[src/grs_pkg.sv]
package grs_pkg;

  localparam int unsigned MAX_GROUP_DEF  = 16;
  localparam int unsigned DATA_WIDTH_DEF = 16;
  localparam int unsigned CFG_WIDTH      = 5;

  typedef enum logic {
    ST_FILL,
    ST_EMIT
  } grs_state_e;

  typedef struct packed {
    logic wr_en;
    logic rd_en;
    logic rd_final;
  } grs_cmd_t;

endpackage

[src/grs_in_if.sv]
interface grs_in_if #(
  parameter int unsigned DATA_WIDTH = grs_pkg::DATA_WIDTH_DEF
);
  logic                  valid;
  logic                  ready;
  logic [DATA_WIDTH-1:0] word_in;
  logic                  ends_sequence;

  modport source (output valid, output word_in, output ends_sequence, input ready);
  modport sink   (input valid, input word_in, input ends_sequence, output ready);
endinterface

[src/grs_out_if.sv]
interface grs_out_if #(
  parameter int unsigned DATA_WIDTH = grs_pkg::DATA_WIDTH_DEF
);
  logic                  valid;
  logic                  ready;
  logic [DATA_WIDTH-1:0] word_out;
  logic                  final_out;

  modport source (output valid, output word_out, output final_out, input ready);
  modport sink   (input valid, input word_out, input final_out, output ready);
endinterface

[src/grs_ctrl.sv]
module grs_ctrl #(
  parameter int unsigned MAX_GROUP = grs_pkg::MAX_GROUP_DEF,
  localparam int unsigned AW = $clog2(MAX_GROUP),
  localparam int unsigned CW = $clog2(MAX_GROUP + 1)
) (
  input  logic                           clk_i,
  input  logic                           rst_ni,
  input  logic                           cfg_we_i,
  input  logic [grs_pkg::CFG_WIDTH-1:0]  cfg_wdata_i,
  input  logic                           in_valid_i,
  input  logic                           in_last_i,
  output logic                           in_ready_o,
  output logic                           out_valid_o,
  input  logic                           out_ready_i,
  output grs_pkg::grs_cmd_t              cmd_o,
  output logic [AW-1:0]                  wr_addr_o,
  output logic [AW-1:0]                  rd_addr_o
);
  import grs_pkg::*;

  localparam int unsigned KW = (CW > CFG_WIDTH) ? CW : CFG_WIDTH;

  grs_state_e           state_q, state_d;
  logic [CFG_WIDTH-1:0] group_size_q;
  logic [AW-1:0]        fill_q, fill_d;
  logic [AW-1:0]        addr_q, addr_d;
  logic [CW-1:0]        rem_q, rem_d;
  logic                 rev_q, rev_d;
  logic                 last_q, last_d;
  logic                 out_valid_q, out_valid_d;

  logic [KW-1:0]        k_eff;
  logic [CW-1:0]        n;
  logic                 full;
  logic                 accept;

  always_comb begin
    if (group_size_q == '0) begin
      k_eff = KW'(1);
    end else if (KW'(group_size_q) > KW'(MAX_GROUP)) begin
      k_eff = KW'(MAX_GROUP);
    end else begin
      k_eff = KW'(group_size_q);
    end
  end

  assign n      = CW'(fill_q) + CW'(1);
  assign full   = KW'(n) >= k_eff;
  assign accept = in_valid_i && (state_q == ST_FILL);

  always_comb begin
    state_d      = state_q;
    fill_d       = fill_q;
    addr_d       = addr_q;
    rem_d        = rem_q;
    rev_d        = rev_q;
    last_d       = last_q;
    cmd_o        = '0;
    in_ready_o   = 1'b0;
    unique case (state_q)
      ST_FILL: begin
        in_ready_o  = 1'b1;
        cmd_o.wr_en = accept;
        if (accept) begin
          if (full || in_last_i) begin
            state_d = ST_EMIT;
            fill_d  = '0;
            rem_d   = n;
            rev_d   = full;
            last_d  = in_last_i;
            addr_d  = full ? fill_q : '0;
          end else begin
            fill_d = fill_q + AW'(1);
          end
        end
      end
      ST_EMIT: begin
        cmd_o.rd_en    = !out_valid_q || out_ready_i;
        cmd_o.rd_final = last_q && (rem_q == CW'(1));
        if (cmd_o.rd_en) begin
          rem_d  = rem_q - CW'(1);
          addr_d = rev_q ? addr_q - AW'(1) : addr_q + AW'(1);
          if (rem_q == CW'(1)) begin
            state_d = ST_FILL;
          end
        end
      end
      default: begin
        state_d = ST_FILL;
      end
    endcase
  end

  always_comb begin
    if (cmd_o.rd_en) begin
      out_valid_d = 1'b1;
    end else if (out_ready_i) begin
      out_valid_d = 1'b0;
    end else begin
      out_valid_d = out_valid_q;
    end
  end

  assign wr_addr_o   = fill_q;
  assign rd_addr_o   = addr_q;
  assign out_valid_o = out_valid_q;

  always_ff @(posedge clk_i or negedge rst_ni) begin
    if (!rst_ni) begin
      state_q      <= ST_FILL;
      group_size_q <= CFG_WIDTH'(1);
      fill_q       <= '0;
      addr_q       <= '0;
      rem_q        <= '0;
      rev_q        <= 1'b0;
      last_q       <= 1'b0;
      out_valid_q  <= 1'b0;
    end else begin
      state_q     <= state_d;
      fill_q      <= fill_d;
      addr_q      <= addr_d;
      rem_q       <= rem_d;
      rev_q       <= rev_d;
      last_q      <= last_d;
      out_valid_q <= out_valid_d;
      if (cfg_we_i) begin
        group_size_q <= cfg_wdata_i;
      end
    end
  end

endmodule

[src/grs_datapath.sv]
module grs_datapath #(
  parameter int unsigned MAX_GROUP  = grs_pkg::MAX_GROUP_DEF,
  parameter int unsigned DATA_WIDTH = grs_pkg::DATA_WIDTH_DEF,
  localparam int unsigned AW = $clog2(MAX_GROUP)
) (
  input  logic                  clk_i,
  input  grs_pkg::grs_cmd_t     cmd_i,
  input  logic [AW-1:0]         wr_addr_i,
  input  logic [AW-1:0]         rd_addr_i,
  input  logic [DATA_WIDTH-1:0] word_i,
  output logic [DATA_WIDTH-1:0] word_o,
  output logic                  final_o
);
  import grs_pkg::*;

  logic [DATA_WIDTH-1:0] mem_q [MAX_GROUP];
  logic [DATA_WIDTH-1:0] rd_data_q;
  logic                  final_q;

  always_ff @(posedge clk_i) begin
    if (cmd_i.wr_en) begin
      mem_q[wr_addr_i] <= word_i;
    end
    if (cmd_i.rd_en) begin
      rd_data_q <= mem_q[rd_addr_i];
      final_q   <= cmd_i.rd_final;
    end
  end

  assign word_o  = rd_data_q;
  assign final_o = final_q;

endmodule

[src/group_reverse_stream_top.sv]
// group reverse stream
// in_i carries words with an end-of-sequence mark; out_o carries the
// reordered words, final_out marking the last word of each sequence.
// cfg_we_i/cfg_wdata_i set the group size k (0 acts as 1, values above
// MAX_GROUP act as MAX_GROUP); write it only while the block is idle.
// each accepted word is written to the group buffer, one per cycle.
// when k words are held the group is read back newest first; when a word
// marked end-of-sequence closes a shorter group it is read back in order.
// no request is accepted while a group is being read back.
// the first word of a group is valid on out_o after the state register enters
// read back and the registered buffer read loads the output register, then
// one word per cycle while out_o is ready; input waits during read back.
// a stall on out_o holds the output register and pauses buffer reads;
// once the last read of a group is issued new requests are taken again.
// reset empties the buffer count, drops out_o.valid and sets k to 1.
module group_reverse_stream_top #(
  parameter int unsigned MAX_GROUP  = grs_pkg::MAX_GROUP_DEF,
  parameter int unsigned DATA_WIDTH = grs_pkg::DATA_WIDTH_DEF
) (
  input  logic                          clk_i,
  input  logic                          rst_ni,
  input  logic                          cfg_we_i,
  input  logic [grs_pkg::CFG_WIDTH-1:0] cfg_wdata_i,
  grs_in_if.sink                        in_i,
  grs_out_if.source                     out_o
);
  import grs_pkg::*;

  localparam int unsigned AW = $clog2(MAX_GROUP);

  grs_cmd_t      cmd;
  logic [AW-1:0] wr_addr;
  logic [AW-1:0] rd_addr;

  grs_ctrl #(
    .MAX_GROUP(MAX_GROUP)
  ) u_ctrl (
    .clk_i       (clk_i),
    .rst_ni      (rst_ni),
    .cfg_we_i    (cfg_we_i),
    .cfg_wdata_i (cfg_wdata_i),
    .in_valid_i  (in_i.valid),
    .in_last_i   (in_i.ends_sequence),
    .in_ready_o  (in_i.ready),
    .out_valid_o (out_o.valid),
    .out_ready_i (out_o.ready),
    .cmd_o       (cmd),
    .wr_addr_o   (wr_addr),
    .rd_addr_o   (rd_addr)
  );

  grs_datapath #(
    .MAX_GROUP (MAX_GROUP),
    .DATA_WIDTH(DATA_WIDTH)
  ) u_datapath (
    .clk_i     (clk_i),
    .cmd_i     (cmd),
    .wr_addr_i (wr_addr),
    .rd_addr_i (rd_addr),
    .word_i    (in_i.word_in),
    .word_o    (out_o.word_out),
    .final_o   (out_o.final_out)
  );

endmodule
[src/flat_wrapper.sv]
// flat-port wrapper written by rule: the top's interface ports become plain ports
module group_reverse_stream_top_flat import grs_pkg::*;
#(
  parameter int unsigned MAX_GROUP  = grs_pkg::MAX_GROUP_DEF,
  parameter int unsigned DATA_WIDTH = grs_pkg::DATA_WIDTH_DEF
)
  (clk_i, rst_ni, cfg_we_i, cfg_wdata_i, in_i_valid, in_i_word_in, in_i_ends_sequence, in_i_ready, out_o_valid, out_o_word_out, out_o_final_out, out_o_ready);
  grs_in_if #(.DATA_WIDTH(DATA_WIDTH)) in_i_i ();
  grs_out_if #(.DATA_WIDTH(DATA_WIDTH)) out_o_i ();
  input  logic clk_i;
  input  logic rst_ni;
  input  logic cfg_we_i;
  input  logic [grs_pkg::CFG_WIDTH-1:0] cfg_wdata_i;
  input wire logic [$bits(in_i_i.valid)-1:0] in_i_valid;
  input wire logic [$bits(in_i_i.word_in)-1:0] in_i_word_in;
  input wire logic [$bits(in_i_i.ends_sequence)-1:0] in_i_ends_sequence;
  output wire logic [$bits(in_i_i.ready)-1:0] in_i_ready;
  output wire logic [$bits(out_o_i.valid)-1:0] out_o_valid;
  output wire logic [$bits(out_o_i.word_out)-1:0] out_o_word_out;
  output wire logic [$bits(out_o_i.final_out)-1:0] out_o_final_out;
  input wire logic [$bits(out_o_i.ready)-1:0] out_o_ready;
  assign in_i_i.valid = in_i_valid;
  assign in_i_i.word_in = in_i_word_in;
  assign in_i_i.ends_sequence = in_i_ends_sequence;
  assign in_i_ready = in_i_i.ready;
  assign out_o_valid = out_o_i.valid;
  assign out_o_word_out = out_o_i.word_out;
  assign out_o_final_out = out_o_i.final_out;
  assign out_o_i.ready = out_o_ready;
  group_reverse_stream_top #(.MAX_GROUP(MAX_GROUP), .DATA_WIDTH(DATA_WIDTH)) u_core (.clk_i(clk_i), .rst_ni(rst_ni), .cfg_we_i(cfg_we_i), .cfg_wdata_i(cfg_wdata_i), .in_i(in_i_i), .out_o(out_o_i));
endmodule
[config.mk]
export PLATFORM = sky130hd
export DESIGN_NAME = group_reverse_stream_top_flat
export DESIGN_NICKNAME = d
export VERILOG_FILES = /design/src/grs_pkg.sv /design/src/grs_in_if.sv /design/src/grs_out_if.sv /design/src/grs_ctrl.sv /design/src/grs_datapath.sv /design/src/group_reverse_stream_top.sv /design/src/flat_wrapper.sv
export SDC_FILE = /design/constraint.sdc
export NUM_CORES = 1
export LEC_CHECK = 0
export BUFFER_PORTS_ARGS = -buffer_cell sky130_fd_sc_hd__buf_2
export CORE_MARGIN = 2
export CORE_UTILIZATION = 44
export DETAILED_ROUTE_END_ITERATION = 12
export SLEW_MARGIN = 20
export SYNTH_ARGS = -nofsm -noshare
export SYNTH_HDL_FRONTEND = slang
export SYNTH_SLANG_ARGS = --single-unit
[constraint.sdc]
create_clock -name clk_i -period 2.8 [get_ports clk_i]
set_input_delay 0.7 -clock clk_i [delete_from_list [all_inputs] [get_ports clk_i]]
set_output_delay 0.7 -clock clk_i [all_outputs]
set_load 0.01 [all_outputs]
==> metrics.md, run 1 <==
| Metric | Value |
|---|---|
| Vias | `5403` |
| Final worst slack | `0.147 ns` |
| Outcome | `finished, final reports clean` |
| Inserted Diodes | `0` |
| Post-synth cell types | `51` |
| Grt total ovfl | `0` |
| TritonCTS buffer count | `29` |
| Final Critical Period | `2.65 ns` |
| Flops & latches, synth | `295` |
| Fmax | `0.377 GHz` |
| Leakage | `4.53 nW` |
| Tcrit/Tclk final | `94.7%` |
| Setup violators final | `0` |
| First-pass GRT wire length | `34.8 mm` |
| Final Cell Area | `0.0134 mm2` |
| Commonest cells after routing, fill and taps aside | `edfxtp_1 (273), mux4_2 (67), buf_2 (45)` |
| Buf/Inv on CP | `0` |
| Fill cells | `2060` |
| Slew Limit Fails | `0` |
| Clock skew | `0.0182 ns` |
| Total Neg Setup Slack | `0 ns` |
| GP Congestion | `0.781` |
| IO Count | `46` |
| Sink Count | `295` |
| Area Growth Syn to Fin | `14.3%` |
| RSZ-0062 raised after global routing | `no` |
| Worst r2r dst | `u_core.u_ctrl.wr_addr_o[1]` |
| Worst-Skew Late Latency | `0.56 ns` |
| Share of cells above drive strength 1 | `30.2%` |
| Total GRT Usage | `16.6%` |
| Rows | `59` |
| CP Max Fanout | `7` |
| Nets | `668` |
| Setup crit start | `u_core.u_ctrl.wr_addr_o[0]` |
| CP max stage cell | `dfrtp_1` |
| Post-Synthesis Net Count | `584` |
| Largest cells by area after synthesis | `edfxtp_1 (70%), mux4_2 (13%), dfrtp_1 (4.5%)` |
| Vias in the first global route | `5758` |
| Largest net degree at the start of global routing | `36` |
| Slew @ Worst Pin | `0.730 ns` |
| Critical Path Most Common Cell | `ha_1` |
| R2R Path Start | `u_core.u_ctrl.wr_addr_o[0]` |
| H-tree depth | `1` |
| WHS | `0.114 ns` |
| Mean number of vias per cell | `5.49` |
| Final hold violations | `0` |
| Critical Path Sink Type | `flop` |
| DRT Pass-1 Iters | `4` |
| Antenna-violating nets left | `0` |
| Pre-CTS setup slack | `0.168 ns` |
| Crit path required time | `3.26 ns` |
| WP depth | `8` |
| Type of origin of the critical path | `flop` |
| Port bufs | `45` |
| CTS tree | `yes` |
| Die Area | `0.0279 mm2` |
| Max VDD drop | `0.000390 V` |
| Dominant register cell in the synthesized netlist | `edfxtp_1` |
| Die height | `167 um` |
| CP Class | `flop to flop` |
| DR iter-0 viols | `428` |
| Clk root buf | `clkbuf_16` |
| Clock-pin slew on the worst setup and hold paths | `0.06 ns` |
| Die X | `167 um` |
| Post CTS Setup Buffer Count | `0` |
| Post-DR wirelength/cell | `22.8 um` |
| Synth Area per Inst | `21.6 um2` |
| Cell accounting for the most synthesized area | `edfxtp_1` |
| Max incr delay on CP | `0.48 ns` |
| DRC | `0` |
| Slew HR | `51.3%` |
| Hpwl dp | `13.5 mm` |
| Register area share after synthesis | `74.7%` |
| Hold WC Path Type | `primary input to async pin` |
| CP Cell Sequence | `ha_1, xor2_1, ha_1, a21o_1, a31oi_1, o21bai_1, or2_2, o22ai_1` |
| Worst R2R Setup Slack | `0.15 ns` |
| CTS max path bufs | `3` |
| Core area | `0.0261 mm2` |
| Initial antenna violation count | `0` |
| Final wirelength | `22.5 mm` |
| Starting Density | `44.9%` |
| Post-DP Area | `0.0125 mm2` |
| Commonest non-fill, non-tap cell in the layout | `edfxtp_1` |
| Cell count of the worst reg-to-reg path | `8` |
| Synth Cell Area | `0.0117 mm2` |
| Cts repair resizes | `0` |
| Share of the synthesized area in the top cell type | `70.0%` |
| Max-Cap Viols | `0` |
| Worst setup endpoint | `u_core.u_ctrl.wr_addr_o[1]` |
| Post-synth EDFFs | `273` |
| PD cells | `908 mW/mm2` |
| CTS hold repair buffers | `0` |
| YS warnings | `0` |
| Critical path's top delay family | `compound AO/OA/AOI/OAI gates` |
| Worst Path Arrival | `3.11 ns` |
| Asr flop ratio synth | `7.46%` |
| Cells after synthesis | `543` |
==> kinds of logic (layout without fill, tap and decap cells) <==
logic type	after synthesis	after routing	synth area share (%)
AO/OA/AOI/OAI	37	37	2.08
XOR/XNOR	3	3	0.224
adder cells (fa/ha/maj)	14	14	1.56
buffers and inverters	36	142	2.06
flip-flops	295	295	74.7
multiplexers	84	84	16.2
AND/OR/NAND/NOR	74	74	3.13
==> registers in the layout, indices dropped and copies added (netlist names), 4 cells and up <==
| register | count |
|---|---|
| u_core.u_ctrl.rd_addr_o | 4 |
| u_core.u_datapath.mem_q | 256 |
| u_core.u_ctrl.rem_q | 5 |
| u_core.u_ctrl.group_size_q | 5 |
| u_core.u_ctrl.wr_addr_o | 4 |
| u_core.u_datapath.word_o | 16 |
==> stage by stage <==
step / util, % / total power, mW / std cells
3_3_place_gp: 48.0 / 8.69 / 931
2_1_floorplan: - / 7.90 / 543
4_1_cts: 51.3 / 12.3 / 984
5_1_grt: 51.3 / 12.7 / 984
3_5_place_dp: 48.0 / 8.74 / 931
6_report: 51.3 / 12.1 / 984
==> synthesized netlist by cell type (all sizes together), types with 2 or more instances <==
cell    count
a211oi      3
a21o        2
a21oi       5
a31oi       2
and2       13
and4        4
buf        18
clkbuf      5
dfrtp      21
edfxtp    273
ha         13
inv        11
mux2        4
mux4       80
nand2      25
nand2b      2
nand3      10
nor2        9
nor3        7
o211ai      3
o21ai      11
xnor2       2
==> layer usage <==
layer	wire length (um)	track usage (%)	vias to the layer above
li1	-	-	2424
met1	9930	23.3	2829
met2	11000	27.8	118
met3	1120	2.32	32
met4	394	4.09	0
met5	0	0	-
==> power by group <==
| group | internal, mW | switching [mW] |
|---|---|---|
| Clock | 2.00 | 1.58 |
| Sequential | 5.22 | 0.194 |
| Combinational | 1.64 | 1.51 |
| Total | 8.86 | 3.29 |
==> cell type report <==
| class | count | area, um2 | share of cell area [%] |
|---|---|---|---|
| multi-input combinational | 212 | 2720 | 20.3 |
| timing repair buffer | 77 | 566 | 4.23 |
| sequential | 295 | 8750 | 65.4 |
| tap | 335 | 419 | 3.13 |
| clock inverter | 18 | 128 | 0.954 |
| clock buffer | 35 | 748 | 5.59 |
| inverter | 12 | 45.0 | 0.337 |
==> how the worst min path moves through the flow <==
stage | end | depth (start not counted) | slack [ns] | start
final | u_core.u_ctrl.wr_addr_o[3] | 1 | 0.11 | rst_ni
after global placement | u_core.u_ctrl.out_valid_o | 2 | 0.51 | u_core.u_ctrl.out_valid_o
after CTS | u_core.u_ctrl.group_size_q[3] | 1 | 0.12 | rst_ni
after global routing | u_core.u_ctrl.wr_addr_o[0] | 1 | 0.13 | rst_ni
after detailed placement | u_core.u_ctrl.out_valid_o | 2 | 0.53 | u_core.u_ctrl.out_valid_o
after floorplan | u_core.u_ctrl.group_size_q[1] | 0 | 0.40 | rst_ni
Power figures use the tool's default switching activity.
==> run 2: changes to the inputs <==
--- a/config.mk
+++ b/config.mk
@@ -7,9 +7,10 @@
 export LEC_CHECK = 0
 export BUFFER_PORTS_ARGS = -buffer_cell sky130_fd_sc_hd__buf_2
 export CORE_MARGIN = 2
-export CORE_UTILIZATION = 44
+export CORE_UTILIZATION = 39
 export DETAILED_ROUTE_END_ITERATION = 12
 export SLEW_MARGIN = 20
 export SYNTH_ARGS = -nofsm -noshare
 export SYNTH_HDL_FRONTEND = slang
+export SYNTH_HIERARCHICAL = 1
 export SYNTH_SLANG_ARGS = --single-unit
==> constraint.sdc (replaced) <==
create_clock -name clk_i -period 2.63 [get_ports clk_i]
set_input_delay 0.6575 -clock clk_i [delete_from_list [all_inputs] [get_ports clk_i]]
set_output_delay 0.6575 -clock clk_i [all_outputs]
set_load 0.01 [all_outputs]
==> run 2 against run 1 <==
  * Synthesized cell count is 7.0% higher
  * Critical path type unchanged
  * Clock skew decreased by 0.011 ns
  * Largest power group unchanged
  * Hold slack got worse by 0.043 ns
  * Area after synthesis fell by 0.53%
  * Sequential share of layout area fell by 1.2 points
==> metrics.md, run 2 <==
| Metric | Value |
|---|---|
| DRT Pass-1 Iters | `4 (unchanged)` |
| Max VDD drop | `0.000627 V (+61%)` |
| Vias | `5886 (+8.9%)` |
| Hold WC Path Type | `primary input to async pin` |
| Cells after synthesis | `581 (+7.0%)` |
| Dominant register cell in the synthesized netlist | `edfxtp_1` |
| Grt total ovfl | `0 (unchanged)` |
| Antenna-violating nets left | `0 (unchanged)` |
| DR iter-0 viols | `517 (+21%)` |
| Sink Count | `295 (unchanged)` |
| Worst r2r dst | `u_core/u_ctrl/rd_addr_o[3]` |
| Flops & latches, synth | `295 (unchanged)` |
| CTS max path bufs | `3 (unchanged)` |
| CTS hold repair buffers | `0 (unchanged)` |
| Worst Path Arrival | `2.87 ns (-0.24 ns)` |
| Clk root buf | `clkbuf_16` |
| Post CTS Setup Buffer Count | `0 (unchanged)` |
| Worst-Skew Late Latency | `0.55 ns (about the same)` |
| Asr flop ratio synth | `7.46% (unchanged)` |
| Rows | `63 (+6.8%)` |
| RSZ-0062 raised after global routing | `no` |
| Worst R2R Setup Slack | `0.17 ns (+0.02 ns)` |
| PD cells | `1010 mW/mm2 (+11%)` |
| Pre-CTS setup slack | `0.198 ns (+0.0304 ns)` |
| Max-Cap Viols | `0 (unchanged)` |
| Slew HR | `59.0% (+7.8 points)` |
| Commonest cells after routing, fill and taps aside | `edfxtp_1 (273), mux4_2 (54), buf_2 (45)` |
| YS warnings | `6 (+6)` |
| Post-Synthesis Net Count | `619 (+6.0%)` |
| GP Congestion | `0.850 (+8.9%)` |
| Leakage | `4.64 nW (+2.4%)` |
| H-tree depth | `1 (unchanged)` |
| Largest cells by area after synthesis | `edfxtp_1 (70%), mux4_2 (10%), dfrtp_1 (4.5%)` |
| Clock skew | `0.00765 ns (-0.0106 ns)` |
| Area Growth Syn to Fin | `17.1%` |
| Crit path required time | `3.04 ns (-0.22 ns)` |
| Share of cells above drive strength 1 | `31.4% (+1.2 points)` |
| Final Cell Area | `0.0136 mm2 (+1.9%)` |
| Cell accounting for the most synthesized area | `edfxtp_1` |
| Fin cells | `1085 (+10%)` |
| Post-Place Cells | `1028 (+10%)` |
| Cts repair resizes | `0 (unchanged)` |
| Port bufs | `45 (unchanged)` |
| CP Max Fanout | `7 (unchanged)` |
| Nets | `709 (+6.1%)` |
| Commonest non-fill, non-tap cell in the layout | `edfxtp_1` |
| Synth Cell Area | `0.0116 mm2 (-0.53%)` |
| First-pass GRT wire length | `36.2 mm (+4.2%)` |
| Die X | `177 um (+5.8%)` |
| Post-DR wirelength/cell | `22.5 um (-1.4%)` |
| Slew @ Worst Pin | `0.614 ns (-0.116 ns)` |
| Share of the synthesized area in the top cell type | `70.4% (+0.38 points)` |
| Fmax | `0.406 GHz (+7.7%)` |
| Synth top cells by count | `edfxtp_1 (273), mux4_2 (54), nand2_1 (34)` |
| Final Critical Period | `2.46 ns (-0.189 ns)` |
| CP Class | `flop to flop` |
| Mean number of vias per cell | `5.42 (-1.2%)` |
| Post-layout util | `46.3% (-5.1 points)` |
| Largest net degree at the start of global routing | `65 (+81%)` |
| DRC | `0 (unchanged)` |
| Reg with most FFs | `u_core/u_datapath/mem_q` |
| Slew Limit Fails | `0 (unchanged)` |
| Vias in the first global route | `6091 (+5.8%)` |
| Final hold violations | `0 (unchanged)` |
| Initial antenna violation count | `0 (unchanged)` |
| IO Count | `46 (unchanged)` |
| Total GRT Usage | `15.8% (-0.81 points)` |
| Hpwl dp | `14.3 mm (+6.2%)` |
| Top-count cell post-synth | `edfxtp_1` |
| Tcrit/Tclk final | `93.7% (-1.1 points)` |
| Inserted Diodes | `0 (unchanged)` |
| Clock-pin slew on the worst setup and hold paths | `0.06 ns (about the same)` |
| Post-synth EDFFs | `273 (unchanged)` |
| Final worst slack | `0.166 ns (+0.0193 ns)` |
| Die height | `177 um (+5.8%)` |
| Register area share after synthesis | `75.1% (+0.40 points)` |
| Critical Path Sink Type | `flop` |
| Type of origin of the critical path | `flop` |
| TritonCTS buffer count | `31 (+6.9%)` |
| Max reg flops | `256 (unchanged)` |
| Starting Density | `39.5% (-5.4 points)` |
| Total Neg Setup Slack | `0 ns (unchanged)` |
| Synth Area per Inst | `20.0 um2 (-7.0%)` |
| Outcome | `finished, final reports clean` |
| Die Area | `0.0313 mm2 (+12%)` |
| Post-synth cell types | `57 (+12%)` |
| Setup violators final | `0 (unchanged)` |
| Core area | `0.0295 mm2 (+13%)` |
| R2R Path Start | `u_core/u_ctrl/wr_addr_o[0]` |
| Post-DP Area | `0.0126 mm2 (+1.0%)` |
| Final wirelength | `24.4 mm (+8.7%)` |
| Cell count of the worst reg-to-reg path | `8 (unchanged)` |
| CTS tree | `yes` |
==> run 2: how the worst max path moves through the flow <==
stage / start / to / slack [ns] / depth (start not counted)
floorplan: in_i_valid / u_core/u_datapath/mem_q[12][0] / 0.08 / 4
global placement: u_core/u_ctrl/wr_addr_o[0] / u_core/u_ctrl/rd_addr_o[1] / 0.31 / 8
detailed placement: u_core/u_ctrl/wr_addr_o[0] / u_core/u_ctrl/rd_addr_o[3] / 0.20 / 8
CTS: u_core/u_ctrl/wr_addr_o[0] / u_core/u_ctrl/rd_addr_o[3] / 0.18 / 8
global route: u_core/u_ctrl/wr_addr_o[0] / u_core/u_ctrl/rd_addr_o[3] / 0.06 / 8
finish: u_core/u_ctrl/wr_addr_o[0] / u_core/u_ctrl/rd_addr_o[3] / 0.17 / 8
==> run 2: final cells by class <==
| type | count | area [um2] |
|---|---|---|
| Inverter | 10 | 37.5 |
| Clock inverter | 19 | 204 |
| Timing Repair Buffer | 83 | 586 |
| Clock buffer | 38 | 802 |
| Multi-Input combinational cell | 250 | 2760 |
| Sequential cell | 295 | 8750 |
| Tap cell | 390 | 488 |
| Fill cell | 2502 | 15800 |
==> run 2: where the power goes <==
group	internal [mW]	leakage (nW)	switching, mW
Sequential	5.55	2.73	0.307
Combinational	1.71	1.42	1.92
Clock	2.55	0.485	1.73
==> run 2: routing by layer <==
layer | up-vias | wire length [um] | GRT usage, %
met5 | - | 0 | 0
met4 | 0 | 707 | 4.58
met3 | 41 | 1660 | 2.60
met2 | 204 | 11500 | 25.2
met1 | 3061 | 10600 | 22.4
li1 | 2580 | - | -
==> run 2: logic make-up (layout without fill, tap and decap cells) <==
group,Yosys count,count (layout),synth area share (%)
buffers and inverters,36,150,1.60
AO/OA/AOI/OAI,76,76,4.73
XOR/XNOR,3,3,0.226
adder cells (fa/ha/maj),11,11,1.25
multiplexers,69,69,13.2
flip-flops,295,295,75.1
AND/OR/NAND/NOR,91,91,3.84
==> run 2: metrics by stage <==
| stage | power, mW | hold slack (ns) |
|---|---|---|
| floorplan | 8.49 | 0.362 |
| global route | 14.4 | 0.109 |
| detailed placement | 9.62 | 0.502 |
| CTS | 13.9 | 0.0701 |
| finish | 13.8 | 0.0702 |
| global placement | 9.54 | 0.498 |
==> run 2: critical path, stage by stage, from the launching register on <==
cell and delay, ns:
dfrtp_1 0.45, ha_1 0.28, xor2_1 0.19, ha_1 0.32
a21oi_1 0.18, o21ai_2 0.14, a21o_1 0.21, a2111oi_1 0.48
a221oi_2 0.06
